[config.mk]
export PLATFORM = sky130hd
export DESIGN_NAME = rsat_ctrl
export DESIGN_NICKNAME = d
export VERILOG_FILES = /design/src/design/assert_macros.svh /design/src/design/rsat_pkg.sv /design/src/design/rsat_ctrl.sv
export SDC_FILE = /design/constraint.sdc
export NUM_CORES = 1
export LEC_CHECK = 0
export BUFFER_PORTS_ARGS = -buffer_cell sky130_fd_sc_hd__buf_2
export CAP_MARGIN = 20
export CORE_AREA = 3 3 40 42
export CTS_BUF_LIST = sky130_fd_sc_hd__clkbuf_2 sky130_fd_sc_hd__clkbuf_4 sky130_fd_sc_hd__clkbuf_8
export CTS_CLUSTER_DIAMETER = 100
export CTS_CLUSTER_SIZE = 16
export DETAILED_ROUTE_END_ITERATION = 12
export DIE_AREA = 0 0 43 45
export PLACE_DENSITY = 0.72
export SLEW_MARGIN = 20
export SYNTH_ARGS = -nofsm -noshare
export SYNTH_HDL_FRONTEND = slang
export SYNTH_SLANG_ARGS = --single-unit
[constraint.sdc]
create_clock -name clk -period 1.6 [get_ports clk]
set_input_delay 0.16 -clock clk [delete_from_list [all_inputs] [get_ports clk]]
set_output_delay 0.16 -clock clk [all_outputs]
set_load 0.02 [all_outputs]
[src/design/assert_macros.svh]
// Assertion macros shared by the summed-area table RTL.
// Define ASSERT_OFF to compile the checks out.
`ifndef ASSERT_MACROS_SVH
`define ASSERT_MACROS_SVH
`ifndef ASSERT_OFF
// antecedent implies consequent in the same cycle
`define ASSERT_IMPL(label, clk, rst_n, ante, cons) \
	label: assert property (@(posedge clk) disable iff (!rst_n) (ante) |-> (cons)) \
		else $error("%m: implication check failed");
// antecedent implies consequent in the next cycle
`define ASSERT_NEXT(label, clk, rst_n, ante, cons) \
	label: assert property (@(posedge clk) disable iff (!rst_n) (ante) |=> (cons)) \
		else $error("%m: next-cycle check failed");
`else
`define ASSERT_IMPL(label, clk, rst_n, ante, cons)
`define ASSERT_NEXT(label, clk, rst_n, ante, cons)
`endif
`endif

[src/design/rsat_pkg.sv]
// Shared types, constants and codes for the RGB summed-area table core.
// No dependencies.
package rsat_pkg;

	localparam int MAX_WIDTH  = 256;
	localparam int MAX_HEIGHT = 256;
	localparam int CELLS      = MAX_WIDTH * MAX_HEIGHT;
	localparam int ADDR_W     = $clog2(CELLS);

	localparam int DIM_W  = 9;
	localparam int PIX_W  = 17;
	localparam int SUM_W  = 24;
	localparam int SQ_W   = 32;
	localparam int VAR_W  = 42;
	localparam int AREA_W = 17;
	localparam int AVG_W  = 8;
	localparam int PROD_W = SQ_W + AREA_W;
	localparam int NUM_W  = PROD_W + 2;
	localparam int DVD_W  = NUM_W + 8;
	localparam int CNT_W  = $clog2(DVD_W + 1);

	localparam int RESET_W = (256 > MAX_WIDTH) ? MAX_WIDTH : 256;
	localparam int RESET_H = (256 > MAX_HEIGHT) ? MAX_HEIGHT : 256;

	localparam logic CFG_IMAGE_WIDTH  = 1'b0;
	localparam logic CFG_IMAGE_HEIGHT = 1'b1;

	typedef enum logic [1:0] {
		OP_LOAD    = 2'd0,
		OP_QUERY   = 2'd1,
		OP_RESTART = 2'd2
	} op_t;

	typedef enum logic [1:0] {
		ST_OK         = 2'd0,
		ST_OUTSIDE    = 2'd1,
		ST_NOT_LOADED = 2'd2
	} status_t;

	typedef enum logic [3:0] {
		S_IDLE, S_LD_RD, S_LD_WR, S_Q_CHK, S_Q_RD, S_Q_ACC,
		S_Q_MUL, S_Q_NUM, S_Q_DIV, S_Q_DWAIT, S_Q_OUT
	} state_t;

	typedef struct packed {
		logic [1:0]       op;
		logic [7:0]       red;
		logic [7:0]       green;
		logic [7:0]       blue;
		logic [7:0]       x_left;
		logic [7:0]       y_top;
		logic [DIM_W-1:0] rect_width;
		logic [DIM_W-1:0] rect_height;
	} in_item_t;

	typedef struct packed {
		logic [SUM_W-1:0] sum_red;
		logic [SUM_W-1:0] sum_green;
		logic [SUM_W-1:0] sum_blue;
		logic [SQ_W-1:0]  sumsq_red;
		logic [SQ_W-1:0]  sumsq_green;
		logic [SQ_W-1:0]  sumsq_blue;
		logic [VAR_W-1:0] variance;
		logic [AVG_W-1:0] avg_red;
		logic [AVG_W-1:0] avg_green;
		logic [AVG_W-1:0] avg_blue;
		logic [1:0]       status;
	} out_item_t;

	// one table word: all six tables at one cell
	typedef struct packed {
		logic [2:0][SUM_W-1:0] sum;
		logic [2:0][SQ_W-1:0]  sq;
	} cell_t;

	typedef struct packed {
		logic       latch;
		logic       restart;
		logic       ld_write;
		logic       q_check;
		logic       rd_corner;
		logic       acc;
		logic       mul;
		logic       num;
		logic       div_start;
		logic       div_store;
		logic       out_load;
		logic [1:0] sel;
	} cmd_t;

	typedef struct packed {
		logic complete;
		logic q_run;
		logic div_done;
		logic out_free;
	} sts_t;

endpackage

[src/design/rsat_ctrl.sv]
// Controller state machine sequencing loads and queries.
// Depends on rsat_pkg.
module rsat_ctrl import rsat_pkg::*; (
	input  logic       clk,
	input  logic       arst_n,
	input  logic       in_valid,
	input  logic [1:0] op,
	input  sts_t       sts,
	output logic       in_stall,
	output cmd_t       cmd,
	output state_t     state
);

	state_t     state_q, state_n;
	logic [1:0] cnt_q, cnt_n;
	logic       take;

	assign take = in_valid && state_q == S_IDLE;

	// next state
	always_comb begin
		state_n = state_q;
		cnt_n   = cnt_q;
		unique case (state_q)
			S_IDLE: begin
				if (in_valid) begin
					if (op == OP_LOAD && !sts.complete) state_n = S_LD_RD;
					else if (op == OP_QUERY) state_n = S_Q_CHK;
				end
			end
			S_LD_RD: state_n = S_LD_WR;
			S_LD_WR: state_n = S_IDLE;
			S_Q_CHK: begin
				cnt_n   = '0;
				state_n = sts.q_run ? S_Q_RD : S_Q_OUT;
			end
			S_Q_RD: state_n = S_Q_ACC;
			S_Q_ACC: begin
				cnt_n   = cnt_q + 1'b1;
				state_n = cnt_q == 2'd3 ? S_Q_MUL : S_Q_RD;
			end
			S_Q_MUL: state_n = S_Q_NUM;
			S_Q_NUM: begin
				cnt_n   = '0;
				state_n = S_Q_DIV;
			end
			S_Q_DIV: state_n = S_Q_DWAIT;
			S_Q_DWAIT: begin
				if (sts.div_done) begin
					cnt_n   = cnt_q + 1'b1;
					state_n = cnt_q == 2'd3 ? S_Q_OUT : S_Q_DIV;
				end
			end
			S_Q_OUT: if (sts.out_free) state_n = S_IDLE;
			default: state_n = S_IDLE;
		endcase
	end

	// commands
	always_comb begin
		cmd           = '0;
		cmd.sel       = cnt_q;
		cmd.latch     = take;
		cmd.restart   = take && op == OP_RESTART;
		cmd.ld_write  = state_q == S_LD_WR;
		cmd.q_check   = state_q == S_Q_CHK;
		cmd.rd_corner = state_q == S_Q_RD;
		cmd.acc       = state_q == S_Q_ACC;
		cmd.mul       = state_q == S_Q_MUL;
		cmd.num       = state_q == S_Q_NUM;
		cmd.div_start = state_q == S_Q_DIV;
		cmd.div_store = state_q == S_Q_DWAIT && sts.div_done;
		cmd.out_load  = state_q == S_Q_OUT && sts.out_free;
	end

	always_ff @(posedge clk or negedge arst_n) begin
		if (!arst_n) begin
			state_q <= S_IDLE;
			cnt_q   <= '0;
		end else begin
			state_q <= state_n;
			cnt_q   <= cnt_n;
		end
	end

	assign in_stall = state_q != S_IDLE;
	assign state    = state_q;

endmodule

==> impl_metrics.yaml, run 1 <==
grt:
  gr-total-overflow: 0
  antenna_found_initial: 0
  track_usage: 0.171
  grt_pass1_vias: 567
  grt_pass1_wl_mm: 2.44
  grt_max_degree: 17
pwr:
  peakVddDrop_uv: 1020
  power.density_mw_per_mm2: 2070
  p_leak_uw: 0.000412
logic_synthesis:
  synth-simple-area-share: 0.411
  synth_warnings: 0
  syn_avg_cell_area_um2: 7.82
  ys_ff_latch: 6
  synthAdderAreaFrac: 0.0232
  syn-cell-area_um2: 539
  synth_fp_nets: 79
  synth-xor-area-share: 0.0162
  synth_compound_area_frac: 0.148
  ys_seq_area_frac: 0.278
  synthFlopType: "dfrtp_1"
  synthCells: 69
  synth_edf_count: 0
  async_reset_ff_frac: 1.00
  synthMuxAreaShare: 0.0418
  synth_top_family_by_area: "simple AND/OR/NAND/NOR gates"
  yosysUniqueCellTypes: 29
cts:
  cts_max_path_buffers: 2
  cts_tree: "built"
  clock_latency_ns: 0.26
  root_buffer: "clkbuf_4"
  h-tree-depth: 1
  tritoncts.num_buffers: 3
  clock-sinks: 6
  path_clk_slew_ns: 0.05
route:
  ant_nets: 0
  vias: 643
  post-route-drc-count: 0
  dr.pass1.iters: 4
  wl_mm: 1.49
  routed_via_density: 5.36
  post_drt_wl_per_cell_um: 12.4
  dr.first_iter.drc_count: 11
floorplan:
  num_rows: 13
  die_w_um: 43
  io_pins: 27
  start_util: 0.420
  die_h_um: 45
  core_mm2: 0.00128
  die_area_mm2: 0.00194
placed_design:
  place_hpwl_mm: 1.09
  place_area_um2: 682
  gp_routability_congestion: 0.825
  portBuffers: 26
timing:
  worst_clock_skew_ns: 0.00535
  tns_ns: 0
  slew_viol_final: 0
  setup-violations-final: 0
  fin_crit_sh: 0.956
  slew_headroom: 0.766
  hold_violations: 0
  max_freq_mhz: 654
  worst_slew_pin_slew_ns: 0.342
  fin_crit_ns: 1.53
worst_setup_path:
  cp.arrival_ns: 1.37
  crit_path_start_kind: "register"
  critPathKind: "register to output port"
  cp-end-kind: "output port"
  worstPathRequired_ns: 1.44
  cp_max_fo: 6
layout:
  diodes: 0
  seq_area_um2: 155
  design_area_um2: 801
  nNetsFinal: 117
  multi_input_area_um2: 365
  area_growth_pct: 48.5
  nFillCells: 114
  drive_above_1_share: 0.486
run:
  maxCapViolations: 0
min_path:
  hold_class: "input port to asynchronous set/reset pin"
run_status:
  status: "finished clean"
==> final timing paths <==
| check | startpoint | to | slack [ns] | cells after the start |
|---|---|---|---|---|
| max | state[2] | cmd[11] | 0.07 | 5 |
| min | arst_n | state[2] | 0.26 | 2 |
| max reg2reg | state[0] | state[0] | 0.17 | 5 |
| min reg2reg | cnt_q[1] | cnt_q[1] | 0.53 | 1 |
| max in group asynchronous | arst_n | state[3] | 1.18 | 2 |
| min in group clk | sts[2] | state[2] | 0.31 | 5 |
==> cell usage after synthesis, types with 3 or more instances <==
cell      instances  share of area
nand2b_1          6          0.070
nand2_1           4          0.028
nor2b_1           3          0.035
dfrtp_1           6           0.28
nor2_1           10          0.070
o22ai_1           3          0.035
nor3_1            6          0.056
==> per-stage QoR <==
stage | cells | hold WS (ns) | util | setup WS, ns | total power [µW]
5_1_grt | 120 | 0.271 | 0.623 | -0.000215 | 1810
3_5_place_dp | 109 | -0.00453 | 0.531 | 0.151 | 1330
3_3_place_gp | 109 | -0.00898 | 0.531 | 0.212 | 1310
4_1_cts | 115 | 0.252 | 0.572 | 0.00308 | 1520
2_1_floorplan | 69 | -0.136 | - | 0.0555 | 1070
6_report | 120 | 0.257 | 0.623 | 0.0701 | 1660
==> what timing repair did <==
action	in CTS	in global routing
hold buffers	1	0
endpoints found under the setup margin	2	4
gates resized for setup	3	9
endpoints found under the hold margin	6	0
buffers inserted	2	5
==> cells in the final DEF, fill, tap and decap left out, drive strengths merged <==
cell | synthesis | routed
and3b | 1 | 1
a31oi | 2 | 2
nand2b | 7 | 7
nor2 | 11 | 11
or2b | 1 | 1
and2b | 1 | 1
a311oi | 1 | 1
xnor2 | 1 | 1
o31ai | 1 | 1
o21ai | 3 | 3
buf | 5 | 37
mux2 | 2 | 2
inv | 2 | 2
a21oi | 1 | 1
clkbuf | 0 | 3
and3 | 2 | 2
nor3b | 2 | 2
dfrtp | 6 | 6
a2111oi | 1 | 1
dlygate4sd3 | 0 | 1
o22ai | 3 | 3
nor4 | 2 | 2
nand2 | 4 | 4
ha | 1 | 1
nor3 | 6 | 6
nor2b | 3 | 3
==> per-layer routing <==
layer / share of wire / track usage / vias to the layer above / wire, µm
li1: - / - / 315 / -
met3: 0.071 / 0.0478 / 4 / 105
met5: 0 / 0 / - / 0
met4: 0.023 / 0.0904 / 0 / 34
met2: 0.47 / 0.275 / 27 / 699
met1: 0.43 / 0.208 / 297 / 645
==> critical path, cell delays in order, from the launching register on <==
cell and delay [ns]:
dfrtp_2 0.44, buf_6 0.14, nor2_4 0.08, and3_4 0.18, and3b_1 0.14, buf_4 0.13
==> cell families after synthesis <==
kind of cell | after synthesis
xor+xnor | 1
compound gates | 12
flops | 6
mux | 2
simple gates | 40
buf+inv | 7
fa+ha+maj | 1
==> report_power, final <==
group,internal (µW),switching (µW)
clock network,85.5,65.0
registers,233,136
logic,533,608
total,851,809
==> sequential cells by signal, indices dropped and copies added (netlist names) <==
name   flops
cnt_q      2
state      4
==> cell type report <==
type / count / area share
Clock buffer: 3 / 0.0281
Inverter: 2 / 0.00938
Multi-Input combinational cell: 56 / 0.456
Sequential cell: 6 / 0.194
Tap cell: 15 / 0.0234
Timing Repair Buffer: 38 / 0.289
No activity file was read; power rests on OpenSTA's default activity.
==> run 2: changes to the inputs <==
--- a/config.mk
+++ b/config.mk
@@ -7,13 +7,15 @@
 export LEC_CHECK = 0
 export BUFFER_PORTS_ARGS = -buffer_cell sky130_fd_sc_hd__buf_2
 export CAP_MARGIN = 20
-export CORE_AREA = 3 3 40 42
+export CORE_AREA = 2 2 39 41
 export CTS_BUF_LIST = sky130_fd_sc_hd__clkbuf_2 sky130_fd_sc_hd__clkbuf_4 sky130_fd_sc_hd__clkbuf_8
 export CTS_CLUSTER_DIAMETER = 100
 export CTS_CLUSTER_SIZE = 16
 export DETAILED_ROUTE_END_ITERATION = 12
-export DIE_AREA = 0 0 43 45
+export DIE_AREA = 0 0 41 43
 export PLACE_DENSITY = 0.72
+export REMOVE_ABC_BUFFERS = 1
+export SKIP_CTS_REPAIR_TIMING = 1
 export SLEW_MARGIN = 20
 export SYNTH_ARGS = -nofsm -noshare
 export SYNTH_HDL_FRONTEND = slang
==> run 2 against run 1 <==
  * Clock power shrank 4%
  * First-iteration DRC count grew 9.1%
  * Core utilization shrank 9.1 points
  * Cell count shrank 3.3%
  * Critical path depth shrank 1
  * Global-route usage grew 1.0 points
  * Sequential cell count is the same
  * Setup slack gained 0.015 ns
  * Via count shrank 3.6%
  * Largest cell class unchanged
==> impl_metrics.yaml, run 2 (synthesis gave the netlist of run 1 again) <==
timing:
  fin_crit_sh: 0.947
  max_freq_mhz: 660
  worst_slew_pin_slew_ns: 0.522
  slew_viol_final: 0
  worst_clock_skew_ns: 0.00354
  hold_violations: 0
  whs_ns: 0.266
  slew_headroom: 0.643
  fin_crit_ns: 1.52
  setup-violations-final: 0
cts:
  tritoncts.num_buffers: 3
  clock_latency_ns: 0.25
  root_buffer: "clkbuf_4"
  cts_tree: "built"
  clock-sinks: 6
  h-tree-depth: 1
  cts_max_path_buffers: 2
  path_clk_slew_ns: 0.05
layout:
  seq_area_um2: 154
  final_common_cell: "buf_2"
  drive_above_1_share: 0.430
  largest_register_ffs: 4
  nNetsFinal: 112
  nFillCells: 142
  final_cell_mix: "buf_2 (26), nor2_1 (10), nor3_1 (6), nand2b_1 (6), buf_4 (6)"
  design_area_um2: 737
  diodes: 0
  area_growth_pct: 36.7
  multi_input_area_um2: 348
worst_setup_path:
  cp-end-kind: "output port"
  crit_path_start_kind: "register"
  cp.arrival_ns: 1.36
  critPathKind: "register to output port"
  worstPathRequired_ns: 1.44
  cp_max_fo: 13
route:
  wl_mm: 1.41
  routed_via_density: 5.34
  vias: 620
  ant_nets: 0
  post-route-drc-count: 0
  dr.pass1.iters: 4
  dr.first_iter.drc_count: 12
  post_drt_wl_per_cell_um: 12.2
pwr:
  p_leak_uw: 0.000385
  power.density_mw_per_mm2: 2070
  peakVddDrop_uv: 930
run:
  maxCapViolations: 0
floorplan:
  start_util: 0.390
  io_pins: 27
  die_area_mm2: 0.00176
  die_w_um: 41
  core_mm2: 0.00138
  die_h_um: 43
  num_rows: 14
run_status:
  status: "finished clean"
placed_design:
  portBuffers: 26
  place_area_um2: 683
  place_hpwl_mm: 1.03
  gp_routability_congestion: 0.857
grt:
  grt_pass1_wl_mm: 2.17
  gr-total-overflow: 0
  antenna_found_initial: 0
  track_usage: 0.181
  grt_max_degree: 17
  grt_pass1_vias: 543
min_path:
  hold_class: "input port to asynchronous set/reset pin"
## run 2: routing by layer
metal  routed length [µm]  GRT usage  vias up
met5                    0          0        -
met4                    0      0.120        0
met3                   55     0.0314        0
met2                  737      0.253       20
met1                  620      0.243      290
li1                     -          -      310
## run 2: report_power, final
part           internal [µW]  total [µW]  switching (µW)
sequential               231         368             137
combinational            443        1010             567
clock                   85.2         145            59.6
## run 2: final timing paths
| path | startpoint | endpoint | slack (ns) | cells past startpoint |
|---|---|---|---|---|
| worst min register to register | cnt_q[1] | cnt_q[1] | 0.52 | 1 |
| worst max register to register | state[0] | state[1] | 0.10 | 4 |
| worst max-delay path | state[0] | cmd[11] | 0.08 | 4 |
| max in group asynchronous | arst_n | state[0] | 1.18 | 2 |
| worst min-delay path | arst_n | state[3] | 0.27 | 2 |
| min in group clk | sts[2] | state[2] | 0.31 | 5 |
## run 2: area by class of cell
class	count	area share
multi-input combinational	56	0.472
timing repair buffer	33	0.251
sequential	6	0.209
clock buffer	3	0.0306
tap	16	0.0272
inverter	2	0.0102
## run 2: worst max-delay path, stage by stage, from the launching register on
cell	delay [ns]
dfrtp_2	0.48
nor2_1	0.15
and3_1	0.17
and3b_1	0.14
buf_2	0.15
## run 2: per-stage QoR
stage / TNS (ns) / power, µW / cells / utilization / worst slack (ns)
6_report: 0 / 1520 / 116 / 0.533 / 0.0847
5_1_grt: -0.00938 / 1680 / 116 / 0.533 / -0.00938
4_1_cts: -0.117 / 1470 / 113 / 0.510 / -0.0523
3_5_place_dp: 0 / 1320 / 110 / 0.494 / 0.151
3_3_place_gp: 0 / 1310 / 110 / 0.494 / 0.178
2_1_floorplan: 0 / 995 / 64 / - / 0.0720
==> run 3: changes to the inputs <==
==> constraint.sdc (replaced) <==
create_clock -name clk -period 1.6 [get_ports clk]
set_input_delay 0.24 -clock clk [delete_from_list [all_inputs] [get_ports clk]]
set_output_delay 0.24 -clock clk [all_outputs]
set_load 0.02 [all_outputs]
==> run 3 against run 2 <==
  * First-iteration DRC count up 67%
  * Largest cell class unchanged
  * Sequential share of layout area decreased by 2.6 points
  * Highest routed layer is now met4
  * Largest power group unchanged
  * Clock power is essentially flat
  * Power is 17% higher
==> impl_metrics.yaml, run 3 (synthesis gave the netlist of run 1 again) <==
route:
  wl_mm: 1.76
  dr.pass1.iters: 4
  wirelength_met1_um: 728
  ant_nets: 0
  routed_via_density: 5.33
  post_drt_wl_per_cell_um: 14.0
  dr.first_iter.drc_count: 20
  top_layer: "met4"
  met3_length_um: 121
  wl_met2_um: 905
  vias: 672
  post-route-drc-count: 0
timing:
  slew_viol_final: 0
  fin_crit_sh: 0.972
  setup-violations-final: 0
  worst_clock_skew_ns: 0.00486
  max_freq_mhz: 643
  worst_slew_pin_slew_ns: 0.587
  rsz0062_at_grt: "yes"
  tns_ns: 0
  fin_crit_ns: 1.55
  slew_headroom: 0.599
  whs_ns: 0.337
  fin_ws_ns: 0.0453
  hold_violations: 0
placed_design:
  portBuffers: 26
  pre_cts_slack_ns: -0.0191
  place_area_um2: 661
  gp_routability_congestion: 0.804
  place_hpwl_mm: 1.04
layout:
  largest_register_ffs: 4
  diodes: 0
  final_common_cell: "buf_2"
  design_area_um2: 851
  nNetsFinal: 122
  final_cell_mix: "buf_2 (25), buf_4 (16), nor2_1 (8)"
  drive_above_1_share: 0.545
  post-route-util: 0.615
  area_growth_pct: 57.8
worst_setup_path:
  crit_path_start_kind: "register"
  rr_endpoint: "state[1]"
  r2r_slack_ns: 0.06
  worst-r2r-cell-count: 5
  rr_startpoint: "state[0]"
  worstPathRequired_ns: 1.36
  critPathKind: "register to output port"
  cp.arrival_ns: 1.31
  cp_max_fo: 7
  cp-end-kind: "output port"
floorplan:
  die_h_um: 43
  core_mm2: 0.00138
  die_area_mm2: 0.00176
  die_w_um: 41
  num_rows: 14
  start_util: 0.390
  io_pins: 27
cts:
  cts_tree: "built"
  cts_max_path_buffers: 2
  root_buffer: "clkbuf_4"
  h-tree-depth: 1
  clock-sinks: 6
  clock_latency_ns: 0.25
  tritoncts.num_buffers: 3
  path_clk_slew_ns: 0.05
grt:
  gr-total-overflow: 0
  antenna_found_initial: 0
  track_usage: 0.179
  grt_max_degree: 19
  grt_pass1_vias: 516
  grt_pass1_wl_mm: 2.17
pwr:
  peakVddDrop_uv: 1100
  p_leak_uw: 0.000445
  p_int_uw: 913
  power.switching_uw: 871
  sw_frac_of_total: 0.488
  clock_power_share: 0.080
  power.density_mw_per_mm2: 2100
  p_seq_frac: 0.194
  comb_power_share: 0.725
run_status:
  status: "finished clean"
min_path:
  hold_class: "input port to asynchronous set/reset pin"
run:
  maxCapViolations: 0
==> run 3: through the flow <==
step	total power, µW	std cells
4_1_cts	1430	110
6_report	1780	126
5_1_grt	1910	126
3_5_place_dp	1290	107
2_1_floorplan	995	64
3_3_place_gp	1270	107
==> run 3: metal layers <==
| metal | global-route usage | vias up |
|---|---|---|
| met5 | 0 | - |
| met4 | 0.0400 | 0 |
| met3 | 0.0628 | 2 |
| met2 | 0.291 | 28 |
| met1 | 0.216 | 316 |
| li1 | - | 326 |
==> run 3: layout make-up <==
type	instances	area, µm²
Timing Repair Buffer	43	267
Inverter	2	7.51
Tap cell	16	20.0
Sequential cell	6	155
Fill cell	128	533
Clock buffer	3	22.5
Multi-Input combinational cell	56	379
==> run 3: how the worst max path moves through the flow <==
stage               startpoint  endpoint  cells past startpoint
floorplan             state[2]    cmd[7]                      2
global placement      state[0]  state[1]                      4
detailed placement    state[0]  state[1]                      4
CTS                   state[0]    cmd[3]                      4
global route          state[2]    cmd[8]                      3
finish                state[2]    cmd[6]                      3
==> run 3: worst max-delay path, cell delays in order (launching register included) <==
cell and delay [ns]:
dfrtp_2 0.42, or2b_4 0.32, nor2_2 0.15, buf_2 0.18
==> run 3: power by group through the flow <==
stage	registers, µW	clock network, µW	logic, µW
finish	347	143	1290
floorplan	452	0	543
detailed placement	405	0	882
global route	360	157	1400
CTS	402	144	887
global placement	405	0	864
